==> config.mk <==
export PLATFORM = sky130hd
export DESIGN_NAME = pitch_ratio_quantizer
export DESIGN_NICKNAME = d
export VERILOG_FILES = /design/src/hdl/prq_pkg.sv /design/src/hdl/prq_queue.sv /design/src/hdl/prq_front.sv /design/src/hdl/prq_back.sv /design/src/hdl/pitch_ratio_quantizer.sv
export SDC_FILE = /design/constraint.sdc
export NUM_CORES = 2
export LEC_CHECK = 0
export BUFFER_PORTS_ARGS = -buffer_cell sky130_fd_sc_hd__buf_2
export CAP_MARGIN = 30
export CORE_AREA = 2 2 503 305
export DETAILED_ROUTE_END_ITERATION = 10
export DIE_AREA = 0 0 505 307
export HOLD_SLACK_MARGIN = 0.08
export PLACE_DENSITY = 0.65
export SETUP_SLACK_MARGIN = 0.05
export SLEW_MARGIN = 0
export SYNTH_ARGS = -nofsm -noshare
export SYNTH_HDL_FRONTEND = slang
export SYNTH_SLANG_ARGS = --single-unit
==> constraint.sdc <==
create_clock -name clk -period 13.8 [get_ports clk]
set_clock_uncertainty 0.1 [all_clocks]
set_input_delay 2.07 -clock clk [delete_from_list [all_inputs] [get_ports clk]]
set_output_delay 2.07 -clock clk [all_outputs]
set_load 0.05 [all_outputs]
==> src/hdl/prq_pkg.sv <==
`default_nettype none
// ----------------------------------------------------------------------------
// prq_pkg
// Shared types and constants for the pitch ratio quantizer: item layouts,
// request codes, field widths and parameter defaults.
// ----------------------------------------------------------------------------
package prq_pkg;

  localparam int NOTE_W   = 24;
  localparam int ENTRY_W  = 21;
  localparam int EIDX_W   = 4;
  localparam int CFG_W    = 5;
  localparam int OCT_W    = 5;
  localparam int Q_DEPTH  = 4;

  localparam int TABLE_DEPTH_DEF = 16;
  localparam int FRAC_BITS_DEF   = 16;

  localparam logic REQ_WRITE = 1'b0;
  localparam logic REQ_QUANT = 1'b1;

  typedef struct packed {
    logic               req_type;
    logic [EIDX_W-1:0]  entry_index;
    logic [ENTRY_W-1:0] entry_ratio;
    logic [NOTE_W-1:0]  note_ratio;
  } prq_in_t;

  typedef struct packed {
    logic [NOTE_W-1:0] quantized_ratio;
    logic              saturated;
  } prq_out_t;

endpackage : prq_pkg
`default_nettype wire

==> src/hdl/prq_queue.sv <==
`default_nettype none
// ----------------------------------------------------------------------------
// prq_queue
// Short first-word-fall-through queue of classified items between the
// front end and the execution unit.
// ----------------------------------------------------------------------------
module prq_queue
  import prq_pkg::*;
(
  input  wire logic    clk,
  input  wire logic    rst_n,
  input  wire logic    push,
  input  wire prq_in_t push_item,
  output logic         full,
  output logic         valid,
  output prq_in_t      head,
  input  wire logic    pop
);

  localparam int PTR_W = $clog2(Q_DEPTH);
  localparam int CNT_W = $clog2(Q_DEPTH + 1);

  prq_in_t            mem_r [Q_DEPTH];
  logic [PTR_W-1:0]   wr_ptr_r, wr_ptr_nxt;
  logic [PTR_W-1:0]   rd_ptr_r, rd_ptr_nxt;
  logic [CNT_W-1:0]   count_r, count_nxt;
  logic               do_push, do_pop;

  assign full    = (count_r == CNT_W'(Q_DEPTH));
  assign valid   = (count_r != '0);
  assign head    = mem_r[rd_ptr_r];
  assign do_push = push && !full;
  assign do_pop  = pop && valid;

  always_comb begin
    wr_ptr_nxt = wr_ptr_r;
    rd_ptr_nxt = rd_ptr_r;
    count_nxt  = count_r;
    if (do_push) begin
      wr_ptr_nxt = (wr_ptr_r == PTR_W'(Q_DEPTH - 1)) ? '0 : wr_ptr_r + PTR_W'(1);
    end
    if (do_pop) begin
      rd_ptr_nxt = (rd_ptr_r == PTR_W'(Q_DEPTH - 1)) ? '0 : rd_ptr_r + PTR_W'(1);
    end
    if (do_push && !do_pop) begin
      count_nxt = count_r + CNT_W'(1);
    end else if (do_pop && !do_push) begin
      count_nxt = count_r - CNT_W'(1);
    end
  end

  always_ff @(posedge clk) begin
    if (!rst_n) begin
      wr_ptr_r <= '0;
      rd_ptr_r <= '0;
      count_r  <= '0;
    end else begin
      wr_ptr_r <= wr_ptr_nxt;
      rd_ptr_r <= rd_ptr_nxt;
      count_r  <= count_nxt;
    end
  end

  always_ff @(posedge clk) begin
    if (do_push) begin
      mem_r[wr_ptr_r] <= push_item;
    end
  end

endmodule : prq_queue
`default_nettype wire

==> src/hdl/prq_front.sv <==
`default_nettype none
// ----------------------------------------------------------------------------
// prq_front
// Front end: holds the scale length register, accepts input items and
// forwards quantize items and in-range table writes to the work queue.
// ----------------------------------------------------------------------------
module prq_front
  import prq_pkg::*;
#(
  parameter int TABLE_DEPTH = TABLE_DEPTH_DEF
) (
  input  wire logic             clk,
  input  wire logic             rst_n,
  input  wire logic             in_push,
  input  wire prq_in_t          in_item,
  output logic                  in_full,
  input  wire logic             cfg_we,
  input  wire logic [CFG_W-1:0] cfg_wdata,
  output logic                  q_push,
  output prq_in_t               q_item,
  input  wire logic             q_full,
  output logic [$clog2(TABLE_DEPTH+1)-1:0] len
);

  localparam int LEN_W = $clog2(TABLE_DEPTH + 1);

  logic [LEN_W-1:0] len_r, len_nxt;
  logic             idx_ok;

  // Writes beyond the table are dropped here and never reach the back end.
  assign idx_ok  = (32'(in_item.entry_index) < TABLE_DEPTH);
  assign in_full = q_full;
  assign q_push  = in_push && !q_full && ((in_item.req_type == REQ_QUANT) || idx_ok);
  assign q_item  = in_item;
  assign len     = len_r;

  always_comb begin
    len_nxt = len_r;
    if (cfg_we) begin
      if (cfg_wdata == '0) begin
        len_nxt = LEN_W'(1);
      end else if (32'(cfg_wdata) > TABLE_DEPTH) begin
        len_nxt = LEN_W'(TABLE_DEPTH);
      end else begin
        len_nxt = LEN_W'(32'(cfg_wdata));
      end
    end
  end

  always_ff @(posedge clk) begin
    if (!rst_n) begin
      len_r <= LEN_W'(1);
    end else begin
      len_r <= len_nxt;
    end
  end

endmodule : prq_front
`default_nettype wire

==> src/hdl/prq_back.sv <==
`default_nettype none
// ----------------------------------------------------------------------------
// prq_back
// Execution unit: owns the scale table, finds the octave, scans the table
// for the bracketing entries, picks the nearer one by cross-multiplying and
// restores the octave into the output register, saturating on overflow.
// ----------------------------------------------------------------------------
module prq_back
  import prq_pkg::*;
#(
  parameter int TABLE_DEPTH = TABLE_DEPTH_DEF,
  parameter int FRAC_BITS   = FRAC_BITS_DEF
) (
  input  wire logic    clk,
  input  wire logic    rst_n,
  input  wire logic    q_valid,
  input  wire prq_in_t q_head,
  output logic         q_pop,
  input  wire logic [$clog2(TABLE_DEPTH+1)-1:0] len,
  output logic         out_empty,
  input  wire logic    out_pop,
  output prq_out_t     out_item
);

  localparam int LEN_W  = $clog2(TABLE_DEPTH + 1);
  localparam int IDX_W  = $clog2(TABLE_DEPTH);
  localparam int TWO_W  = FRAC_BITS + 2;
  localparam int VAL_W  = (ENTRY_W > TWO_W) ? ENTRY_W : TWO_W;
  localparam int TH_W   = NOTE_W + 2;
  localparam int PROD_W = VAL_W + ENTRY_W;
  localparam int SQ_W   = 2 * NOTE_W;
  localparam int CMP_W  = (PROD_W > SQ_W) ? PROD_W : SQ_W;
  localparam int RES_W  = VAL_W + NOTE_W;

  localparam logic [VAL_W-1:0] TWO_VAL = VAL_W'(1) << (FRAC_BITS + 1);
  localparam logic [TH_W-1:0]  TWO_TH  = TH_W'(1) << (FRAC_BITS + 1);

  typedef enum logic [7:0] {
    S_IDLE = 8'b0000_0001,
    S_LAST = 8'b0000_0010,
    S_OCT  = 8'b0000_0100,
    S_SCAN = 8'b0000_1000,
    S_MULA = 8'b0001_0000,
    S_MULB = 8'b0010_0000,
    S_CMP  = 8'b0100_0000,
    S_OUT  = 8'b1000_0000
  } prq_state_t;

  prq_state_t         state_r, state_nxt;
  logic [ENTRY_W-1:0] mem_r [TABLE_DEPTH];
  logic [ENTRY_W-1:0] rd_data_r;
  logic [IDX_W-1:0]   rd_addr;
  logic               wr_en;
  logic [IDX_W-1:0]   wr_addr;

  logic [NOTE_W-1:0]  note_r, note_nxt;
  logic [NOTE_W-1:0]  note_hi_r, note_hi_nxt;
  logic               lo_nz_r, lo_nz_nxt;
  logic               reduce_r, reduce_nxt;
  logic [OCT_W-1:0]   oct_r, oct_nxt;
  logic [TH_W-1:0]    thresh_r, thresh_nxt;
  logic [LEN_W-1:0]   j_r, j_nxt, j_inc, len_m1;
  logic [ENTRY_W-1:0] below_r, below_nxt;
  logic [VAL_W-1:0]   above_r, above_nxt;
  logic [PROD_W-1:0]  lhs_r, lhs_nxt;
  logic [SQ_W-1:0]    sq_r, sq_nxt;
  logic [VAL_W-1:0]   pick_r, pick_nxt;
  logic               out_valid_r, out_valid_nxt;
  prq_out_t           out_item_r, out_item_nxt;

  logic               take;
  logic               slot_free;
  logic [RES_W-1:0]   res;

  assign out_empty = !out_valid_r;
  assign out_item  = out_item_r;
  assign slot_free = !out_valid_r || out_pop;
  assign len_m1    = len - LEN_W'(1);
  assign j_inc     = j_r + LEN_W'(1);
  assign res       = RES_W'(pick_r) << oct_r;

  // The first table entry is always taken as the lower bracket; later ones
  // are taken while the note still lies strictly above the entry.
  assign take = (j_r == '0) ||
                (note_hi_r > NOTE_W'(rd_data_r)) ||
                ((note_hi_r == NOTE_W'(rd_data_r)) && lo_nz_r);

  always_comb begin
    state_nxt     = state_r;
    note_nxt      = note_r;
    note_hi_nxt   = note_hi_r;
    lo_nz_nxt     = lo_nz_r;
    reduce_nxt    = reduce_r;
    oct_nxt       = oct_r;
    thresh_nxt    = thresh_r;
    j_nxt         = j_r;
    below_nxt     = below_r;
    above_nxt     = above_r;
    lhs_nxt       = lhs_r;
    sq_nxt        = sq_r;
    pick_nxt      = pick_r;
    out_valid_nxt = out_valid_r;
    out_item_nxt  = out_item_r;
    q_pop         = 1'b0;
    wr_en         = 1'b0;
    wr_addr       = IDX_W'(32'(q_head.entry_index));
    rd_addr       = len_m1[IDX_W-1:0];

    if (out_pop && out_valid_r) begin
      out_valid_nxt = 1'b0;
    end

    case (state_r)
      S_IDLE: begin
        if (q_valid) begin
          q_pop = 1'b1;
          if (q_head.req_type == REQ_WRITE) begin
            wr_en = 1'b1;
          end else begin
            note_nxt  = q_head.note_ratio;
            state_nxt = S_LAST;
          end
        end
      end
      S_LAST: begin
        reduce_nxt = (VAL_W'(rd_data_r) < TWO_VAL);
        oct_nxt    = '0;
        thresh_nxt = TWO_TH;
        state_nxt  = S_OCT;
      end
      S_OCT: begin
        rd_addr = '0;
        if (reduce_r && (TH_W'(note_r) > thresh_r)) begin
          oct_nxt    = oct_r + OCT_W'(1);
          thresh_nxt = thresh_r << 1;
        end else begin
          note_hi_nxt = note_r >> oct_r;
          lo_nz_nxt   = |(note_r & ~({NOTE_W{1'b1}} << oct_r));
          j_nxt       = '0;
          state_nxt   = S_SCAN;
        end
      end
      S_SCAN: begin
        rd_addr = j_inc[IDX_W-1:0];
        if (take) begin
          below_nxt = rd_data_r;
          j_nxt     = j_inc;
          if (j_inc == len) begin
            above_nxt = TWO_VAL;
            state_nxt = S_MULA;
          end
        end else begin
          above_nxt = VAL_W'(rd_data_r);
          state_nxt = S_MULA;
        end
      end
      S_MULA: begin
        lhs_nxt   = PROD_W'(above_r * below_r);
        state_nxt = S_MULB;
      end
      S_MULB: begin
        sq_nxt    = SQ_W'(note_r * note_r);
        state_nxt = S_CMP;
      end
      S_CMP: begin
        // Lower entry wins only when it is strictly nearer; ties go up.
        if (CMP_W'(lhs_r) > CMP_W'(sq_r >> {oct_r, 1'b0})) begin
          pick_nxt = VAL_W'(below_r);
        end else begin
          pick_nxt = above_r;
        end
        state_nxt = S_OUT;
      end
      S_OUT: begin
        if (slot_free) begin
          out_valid_nxt = 1'b1;
          if (|res[RES_W-1:NOTE_W]) begin
            out_item_nxt.quantized_ratio = {NOTE_W{1'b1}};
            out_item_nxt.saturated       = 1'b1;
          end else begin
            out_item_nxt.quantized_ratio = res[NOTE_W-1:0];
            out_item_nxt.saturated       = 1'b0;
          end
          state_nxt = S_IDLE;
        end
      end
      default: begin
        state_nxt = S_IDLE;
      end
    endcase
  end

  always_ff @(posedge clk) begin
    if (!rst_n) begin
      state_r     <= S_IDLE;
      out_valid_r <= 1'b0;
    end else begin
      state_r     <= state_nxt;
      out_valid_r <= out_valid_nxt;
    end
  end

  always_ff @(posedge clk) begin
    note_r     <= note_nxt;
    note_hi_r  <= note_hi_nxt;
    lo_nz_r    <= lo_nz_nxt;
    reduce_r   <= reduce_nxt;
    oct_r      <= oct_nxt;
    thresh_r   <= thresh_nxt;
    j_r        <= j_nxt;
    below_r    <= below_nxt;
    above_r    <= above_nxt;
    lhs_r      <= lhs_nxt;
    sq_r       <= sq_nxt;
    pick_r     <= pick_nxt;
    out_item_r <= out_item_nxt;
  end

  // Scale table: one write port, one registered read port.
  always_ff @(posedge clk) begin
    if (wr_en) begin
      mem_r[wr_addr] <= q_head.entry_ratio;
    end
    rd_data_r <= mem_r[rd_addr];
  end

endmodule : prq_back
`default_nettype wire

==> src/hdl/pitch_ratio_quantizer.sv <==
`default_nettype none
// ----------------------------------------------------------------------------
// pitch_ratio_quantizer
// Snaps a UQ8.16 pitch ratio to the nearest degree of a loaded scale table.
//
// Input items enter through in_push/in_full. A write item stores one table
// entry and gives no result; a quantize item gives exactly one result on
// out_item, shown while out_empty is low and taken with out_pop. cfg_we and
// cfg_wdata set the number of table entries in use; they are to be written
// only while the block is idle, which the block itself does not enforce.
// Entries are to be read back only after being written; the block does not
// enforce this either. Items pass through a four-deep queue, so the input
// stays open while the execution unit is busy or a result waits. A table
// write is handled in the idle state of the execution unit. A quantize item
// goes from queue head to result register through S_LAST, S_OCT, S_SCAN,
// S_MULA, S_MULB, S_CMP and S_OUT: the octave search steps once per octave
// and the table scan reads one entry per cycle from a single read port. A
// stalled result holds the execution unit; the queue keeps filling until
// full. Reset empties the queue and the result register and sets the
// length to one entry.
// ----------------------------------------------------------------------------
module pitch_ratio_quantizer
  import prq_pkg::*;
#(
  parameter int TABLE_DEPTH = TABLE_DEPTH_DEF,
  parameter int FRAC_BITS   = FRAC_BITS_DEF
) (
  input  wire logic             clk,
  input  wire logic             rst_n,
  input  wire logic             in_push,
  input  wire prq_in_t          in_item,
  output logic                  in_full,
  output logic                  out_empty,
  input  wire logic             out_pop,
  output prq_out_t              out_item,
  input  wire logic             cfg_we,
  input  wire logic [CFG_W-1:0] cfg_wdata
);

  localparam int LEN_W = $clog2(TABLE_DEPTH + 1);

  logic             q_push;
  prq_in_t          q_item;
  logic             q_full;
  logic             q_valid;
  prq_in_t          q_head;
  logic             q_pop;
  logic [LEN_W-1:0] len;

  prq_front #(
    .TABLE_DEPTH (TABLE_DEPTH)
  ) u_front (
    .clk       (clk),
    .rst_n     (rst_n),
    .in_push   (in_push),
    .in_item   (in_item),
    .in_full   (in_full),
    .cfg_we    (cfg_we),
    .cfg_wdata (cfg_wdata),
    .q_push    (q_push),
    .q_item    (q_item),
    .q_full    (q_full),
    .len       (len)
  );

  prq_queue u_queue (
    .clk       (clk),
    .rst_n     (rst_n),
    .push      (q_push),
    .push_item (q_item),
    .full      (q_full),
    .valid     (q_valid),
    .head      (q_head),
    .pop       (q_pop)
  );

  prq_back #(
    .TABLE_DEPTH (TABLE_DEPTH),
    .FRAC_BITS   (FRAC_BITS)
  ) u_back (
    .clk       (clk),
    .rst_n     (rst_n),
    .q_valid   (q_valid),
    .q_head    (q_head),
    .q_pop     (q_pop),
    .len       (len),
    .out_empty (out_empty),
    .out_pop   (out_pop),
    .out_item  (out_item)
  );

endmodule : pitch_ratio_quantizer
`default_nettype wire

# Word level (Yosys, flattened, before mapping)

Memory sizes are Yosys's and may differ from the RTL's. A register that Yosys moved wholly into a read port is not among the register bits.
Cells that the tools add are included.
W data, S select, Z words.

Bits in writable memories: 536
Bits in registers: 285
Output and inout port bits: 27
Memories: 2
Logic and storage cells: 134

Memories:

| memory        | words | bits a word | read ports | clocked after memory_dff | wr ports | line            | text |
|---|---|---|---|---|---|---|---|
| u_back.mem_r  | 16    | 21          | 1          | 1                        | 1        | prq_back.sv:50  | `logic [ENTRY_W-1:0] mem_r [TABLE_DEPTH];` |
| u_queue.mem_r | 4     | 50          | 1          | 1                        | 1        | prq_queue.sv:23 | `prq_in_t mem_r [Q_DEPTH];` |

Eq/ne operators: 21
Reduce and logical (&&, ||, !) cells: 31
Mux-type cells: 39
Bitwise operators: 3
$mul: 2
Magnitude comparators: 5
Shifts and indexed selects: 4
$add $sub $neg: 7

Operators with widths:

| cell                    | number |
|---|---|
| $pmux W8 S8             | 1 |
| $mux W21                | 3 |
| $pmux W26 S2            | 1 |
| $gt A42 B48 Y1          | 1 |
| $mul A24 B24 Y48        | 1 |
| $mux W8                 | 6 |
| $shr A48 B6 Y48         | 1 |
| $shl A21 B5 Y45         | 1 |
| $mul A21 B21 Y42        | 1 |
| $gt A24 B26 Y1          | 1 |
| $mux W26                | 1 |
| $mux W5                 | 5 |
| $and A24 B24 Y24        | 1 |
| $eq A24 B21 Y1          | 1 |
| $gt A24 B21 Y1          | 1 |
| $not A24 Y24            | 1 |
| $reduce_or A24 Y1       | 1 |
| $shl A24 B5 Y24 const A | 1 |
| $shr A24 B5 Y24         | 1 |
| $lt A21 B18 Y1 const B  | 1 |
| $reduce_or A21 Y1       | 1 |
| $pmux W5 S2             | 2 |
| $mux W1                 | 13 |
| $add A5 B1 Y5 const B   | 2 |
| 32 further kinds        | 63 |

# Longest topological paths before layout

Depth in word-level cells: 8
Gate-level depth with buffers: 28

# Hierarchy

From an unflattened synthesis, not the netlist that was laid out.

Cell total of the unflattened synthesis: 6,163
Area, all modules: 67,733.7 um2

By module, submodules not included:

| module    | area an instance (um2) | cells an instance | instances | seq. area each (um2) |
|---|---|---|---|---|
| prq_back  | 59,388.2               | 5,777             | 1         | 18,077.3 |
| prq_queue | 7,753.7                | 313               | 1         | 6,185.9 |
| prq_front | 591.8                  | 73                | 1         | 100.1 |

# Worst setup path after synthesis

No wires, ideal clock.

Path kind: register to register
Start point: reg u_back.note_r[18]
End point: reg u_back.sq_r[46], data pin
Library setup time: 258 ps
Arrival time: 6,956 ps
Path buffers: 3
Setup slack: 6,486 ps
Required time: 13,442 ps
Stages on the path, launching flop included: 27
Cell sequence: edfxtp_1 -> clkbuf_1 -> clkbuf_1 -> nand2_1 -> fa_1 -> inv_1 -> fa_1 -> inv_1 -> fa_1 -> inv_1 -> fa_1 -> fa_1 -> fa_1 -> inv_1 -> fa_1 -> inv_1 -> ha_1 -> clkbuf_1 -> nand3_1 -> nor3_1 -> nand2_1 -> o2111ai_1 -> a31oi_1 -> o311ai_1 -> a211oi_1 -> o31a_1 -> xnor2_1

Longest elaborated chain between the ends: 1

RTL lines:

| item                   | line            | text |
|---|---|---|
| from (decl)            | prq_back.sv:56  | `logic [NOTE_W-1:0] note_r, note_nxt;` |
| from (signal assigned) | prq_back.sv:204 | `note_r <= note_nxt;` |
| $mul A24 B24 Y48       | prq_back.sv:162 | `sq_nxt = SQ_W'(note_r * note_r);` |
| to (signal assigned)   | prq_back.sv:214 | `sq_r <= sq_nxt;` |
| to (decl)              | prq_back.sv:66  | `logic [SQ_W-1:0] sq_r, sq_nxt;` |

No other way between the ends.
A chain may end at the register's enable or synchronous reset.

# Final worst setup path

Start point: reg u_back.note_r[2]
End point: reg u_back.sq_r[35], data pin

The elaborated chain is that of the path after synthesis.

==> impl_results.rst <==
.. list-table::
   :header-rows: 1

   * - Metric
     - Value
   * - Status
     - completed
   * - Number of vias per cell after detailed routing
     - between 5 and 6
   * - Via count of the first global-routing pass
     - 45573
   * - Rel. slew slack
     - 0.2594
   * - Hold violation count in the final report
     - 0
   * - Overall die area
     - 155000 um2
   * - Largest stage delay, worst path
     - approximately 0.63 ns
   * - Clock Sinks
     - approximately 830
   * - Peak clock frequency supported by timing
     - between 100 and 150 MHz
   * - WL/cell
     - around 22 um
   * - Detailed-placement wirelength estimate
     - around 130000 um
   * - Leading cell types in the layout, fill and taps excluded
     - sky130_fd_sc_hd__inv_1 (1087), sky130_fd_sc_hd__edfxtp_1 (782), sky130_fd_sc_hd__fa_1 (781)
   * - Clock buffers created by TritonCTS
     - 82
   * - Number of buffer and inverter instances along the worst setup path
     - 8
   * - Area of the mapped netlist
     - between 60000 and 70000 um2
   * - Clock latency reported for the late side of the worst-skew pair
     - just over 0.7 ns
   * - Root buffer cell
     - sky130_fd_sc_hd__clkbuf_16
   * - Area overhead of the layout relative to synthesis
     - 8.258%
   * - Slew at the pin closest to its max-slew limit
     - 1.111 ns
   * - WL met3
     - approximately 18000 um
   * - Met2 WL
     - approximately 74000 um
   * - Number of antenna violations at the first check in global routing
     - 9
   * - Mean area per synthesized cell
     - about 11 um2
   * - Routed wire length
     - approximately 180000 um
   * - Detailed Routing Iterations Pass 1
     - 6
   * - Maximum number of pins on one net before global-route repair
     - ~120
   * - Port bufs
     - between 80 and 90
   * - Async set or reset register ratio after synthesis
     - 0
   * - Overall die width
     - between 500 and 600 um
   * - Most frequent standard cell in the layout excluding fill and tap cells
     - sky130_fd_sc_hd__inv_1
   * - Final instance area
     - 72820 um2
   * - Routed metal-1 wirelength
     - 84880 um
   * - Depth of the worst register-to-register path
     - 26
   * - Highest signal layer in the routed design
     - met5
   * - Initial core utilization
     - 0.4452
   * - Setup repair after global routing missed its margin
     - no
   * - Total routing resource utilization after global routing
     - 0.2337
   * - Final Critical Period
     - ~8.0 ns
   * - Final Slew Violations
     - 0
   * - Synth Instances
     - around 6100
   * - WP data required
     - approximately 14 ns
   * - Start-to-end type of the worst setup path
     - register to register
   * - Highest net fanout along the worst path
     - 29
   * - Global-route wire length before repair
     - 278500 um
   * - Proportion of synthesized chip area in sequential cells
     - 0.3622
   * - Post-Synthesis Net Count
     - approximately 7400
   * - Hold Crit Class
     - register to register
   * - Buffer count from post-CTS setup fixing
     - 0
   * - Flops & latches, synth
     - 826
   * - Total of endpoints with negative setup slack in the final report
     - 0
   * - Total placed instance area
     - 70000 um2
   * - Overflow after GRT
     - 0
   * - Core area
     - 151100 um2
   * - Largest delay share family, worst path
     - adder cells
   * - I/O pin count
     - just under 90
   * - H-tree depth reported by CTS
     - 3
   * - Minimum hold slack
     - 0.3822 ns
   * - Number of nets with antenna violations after detailed routing
     - 0
   * - Maximum clock insertion buffer count
     - 3
   * - Number of distinct library cells after synthesis
     - 76
   * - Max-cap viol count
     - 0
   * - Clock transition at the registers of the reported paths
     - around 0.070 ns
   * - Final RePlAce weighted congestion
     - ~0.95
   * - Total Negative Setup Slacks
     - 0 ns
   * - Count of cell instances traversed by the critical path
     - 26
   * - Number of vias in the routed layout
     - ~45000
   * - Number of enable flip-flop cells after synthesis
     - 782
   * - CP max-delay cell
     - sky130_fd_sc_hd__a2111oi_0
   * - DRC marker count from the first detailed-route iteration
     - around 4700
   * - Die Span Y
     - between 300 and 400 um
   * - Count of synthesis-stage warnings from yosys
     - 0
   * - Post-route DRC
     - 0
   * - Fraction of layout instances using a drive strength above 1
     - 0.08249
   * - Row Count
     - 111
   * - Capturing element type of the critical path
     - register
   * - Worst endpoint data arrival time
     - between 8 and 9 ns
   * - Layout net count
     - 7317
   * - Gates resized, CTS repair
     - 0
   * - Prevailing post-synth register cell
     - sky130_fd_sc_hd__edfxtp_1
   * - Critical Path Start Type
     - register
   * - Period utilisation layout
     - 0.5798
   * - Hold Crit Depth
     - 0
   * - TritonCTS clock tree
     - built
   * - Hold-fix buffers, CTS
     - 0
[stage by stage]
| stage | std cells | util | setup slack (ns) |
|---|---|---|---|
| after floorplan | 6104 | - | 6.486 |
| after global placement | 8010 | 0.4628 | 6.120 |
| after detailed placement | 8013 | 0.4633 | 5.938 |
| after CTS | 8167 | 0.4817 | 5.910 |
| after global routing | 8168 | 0.4819 | 5.349 |
| final | 8171 | 0.4819 | 5.799 |
[worst paths after layout]
kind / endpoint / start / slack [ns]
worst max-delay path: u_back.sq_r[35] / u_back.note_r[2] / 5.80
worst min-delay path: u_back.below_r[9] / u_back.rd_data_r[9] / 0.38
worst max register to register: u_back.sq_r[35] / u_back.note_r[2] / 5.80
worst min register to register: u_back.below_r[9] / u_back.rd_data_r[9] / 0.38
[sequential cells by signal, indices dropped and copies added (netlist names), 24 cells and up, named ones only]
signal and count:
u_back.mem_r 336, u_queue.mem_r 200, u_back.sq_r 47, u_back.lhs_r 42
u_back.out_item 25, u_back.note_hi_r 24, u_back.note_r 24
[cell usage after synthesis (26+ instances only)]
library cell,number,area share
sky130_fd_sc_hd__edfxtp_1,782,0.35
sky130_fd_sc_hd__o22ai_1,27,0.0025
sky130_fd_sc_hd__nand3_1,32,0.0024
sky130_fd_sc_hd__o21ai_0,136,0.010
sky130_fd_sc_hd__mux2_2,39,0.0065
sky130_fd_sc_hd__xor2_1,38,0.0049
sky130_fd_sc_hd__a31oi_1,62,0.0058
sky130_fd_sc_hd__fa_1,781,0.23
sky130_fd_sc_hd__nor2_1,190,0.011
sky130_fd_sc_hd__a211oi_1,143,0.016
sky130_fd_sc_hd__a21o_1,59,0.0066
sky130_fd_sc_hd__ha_1,412,0.077
sky130_fd_sc_hd__nand2_1,721,0.040
sky130_fd_sc_hd__nor2b_1,49,0.0046
sky130_fd_sc_hd__inv_1,1087,0.061
sky130_fd_sc_hd__mux4_2,80,0.027
sky130_fd_sc_hd__clkbuf_1,265,0.015
sky130_fd_sc_hd__xnor2_1,68,0.0089
sky130_fd_sc_hd__a21oi_1,204,0.015
sky130_fd_sc_hd__dfxtp_1,44,0.013
sky130_fd_sc_hd__a311oi_1,48,0.0062
sky130_fd_sc_hd__and2_1,422,0.039
sky130_fd_sc_hd__mux2i_1,96,0.014
sky130_fd_sc_hd__buf_1,26,0.0015
[kinds of logic (layout without fill, tap and decap cells)]
family,Yosys count,in the layout,share of synthesized area
buf+inv,1410,1440,0.07946
simple gates,1546,1546,0.1099
mux,215,215,0.04760
fa+ha+maj,1194,1194,0.3092
compound gates,807,807,0.07790
flops,826,826,0.3622
xor+xnor,106,106,0.01380
other cells,0,3,0
[cell type report]
type,instances,area (um2)
clock inverter,53,531.8
sequential,826,24370
timing repair buffer,194,1321
clock buffer,101,2256
fill,13646,78280
multi-input combinational,3868,37690
tap,2034,2545
inverter,1092,4099
antenna,3,7.507
[metal layers]
layer,GRT usage,up-vias
met4,0.04045,10
met5,0,-
met2,0.3321,1838
met1,0.3655,22616
met3,0.05428,169
li1,-,20010
Power is not shown: default switching activity piles up to over one toggle a cycle in this logic, so the estimate is an artifact.
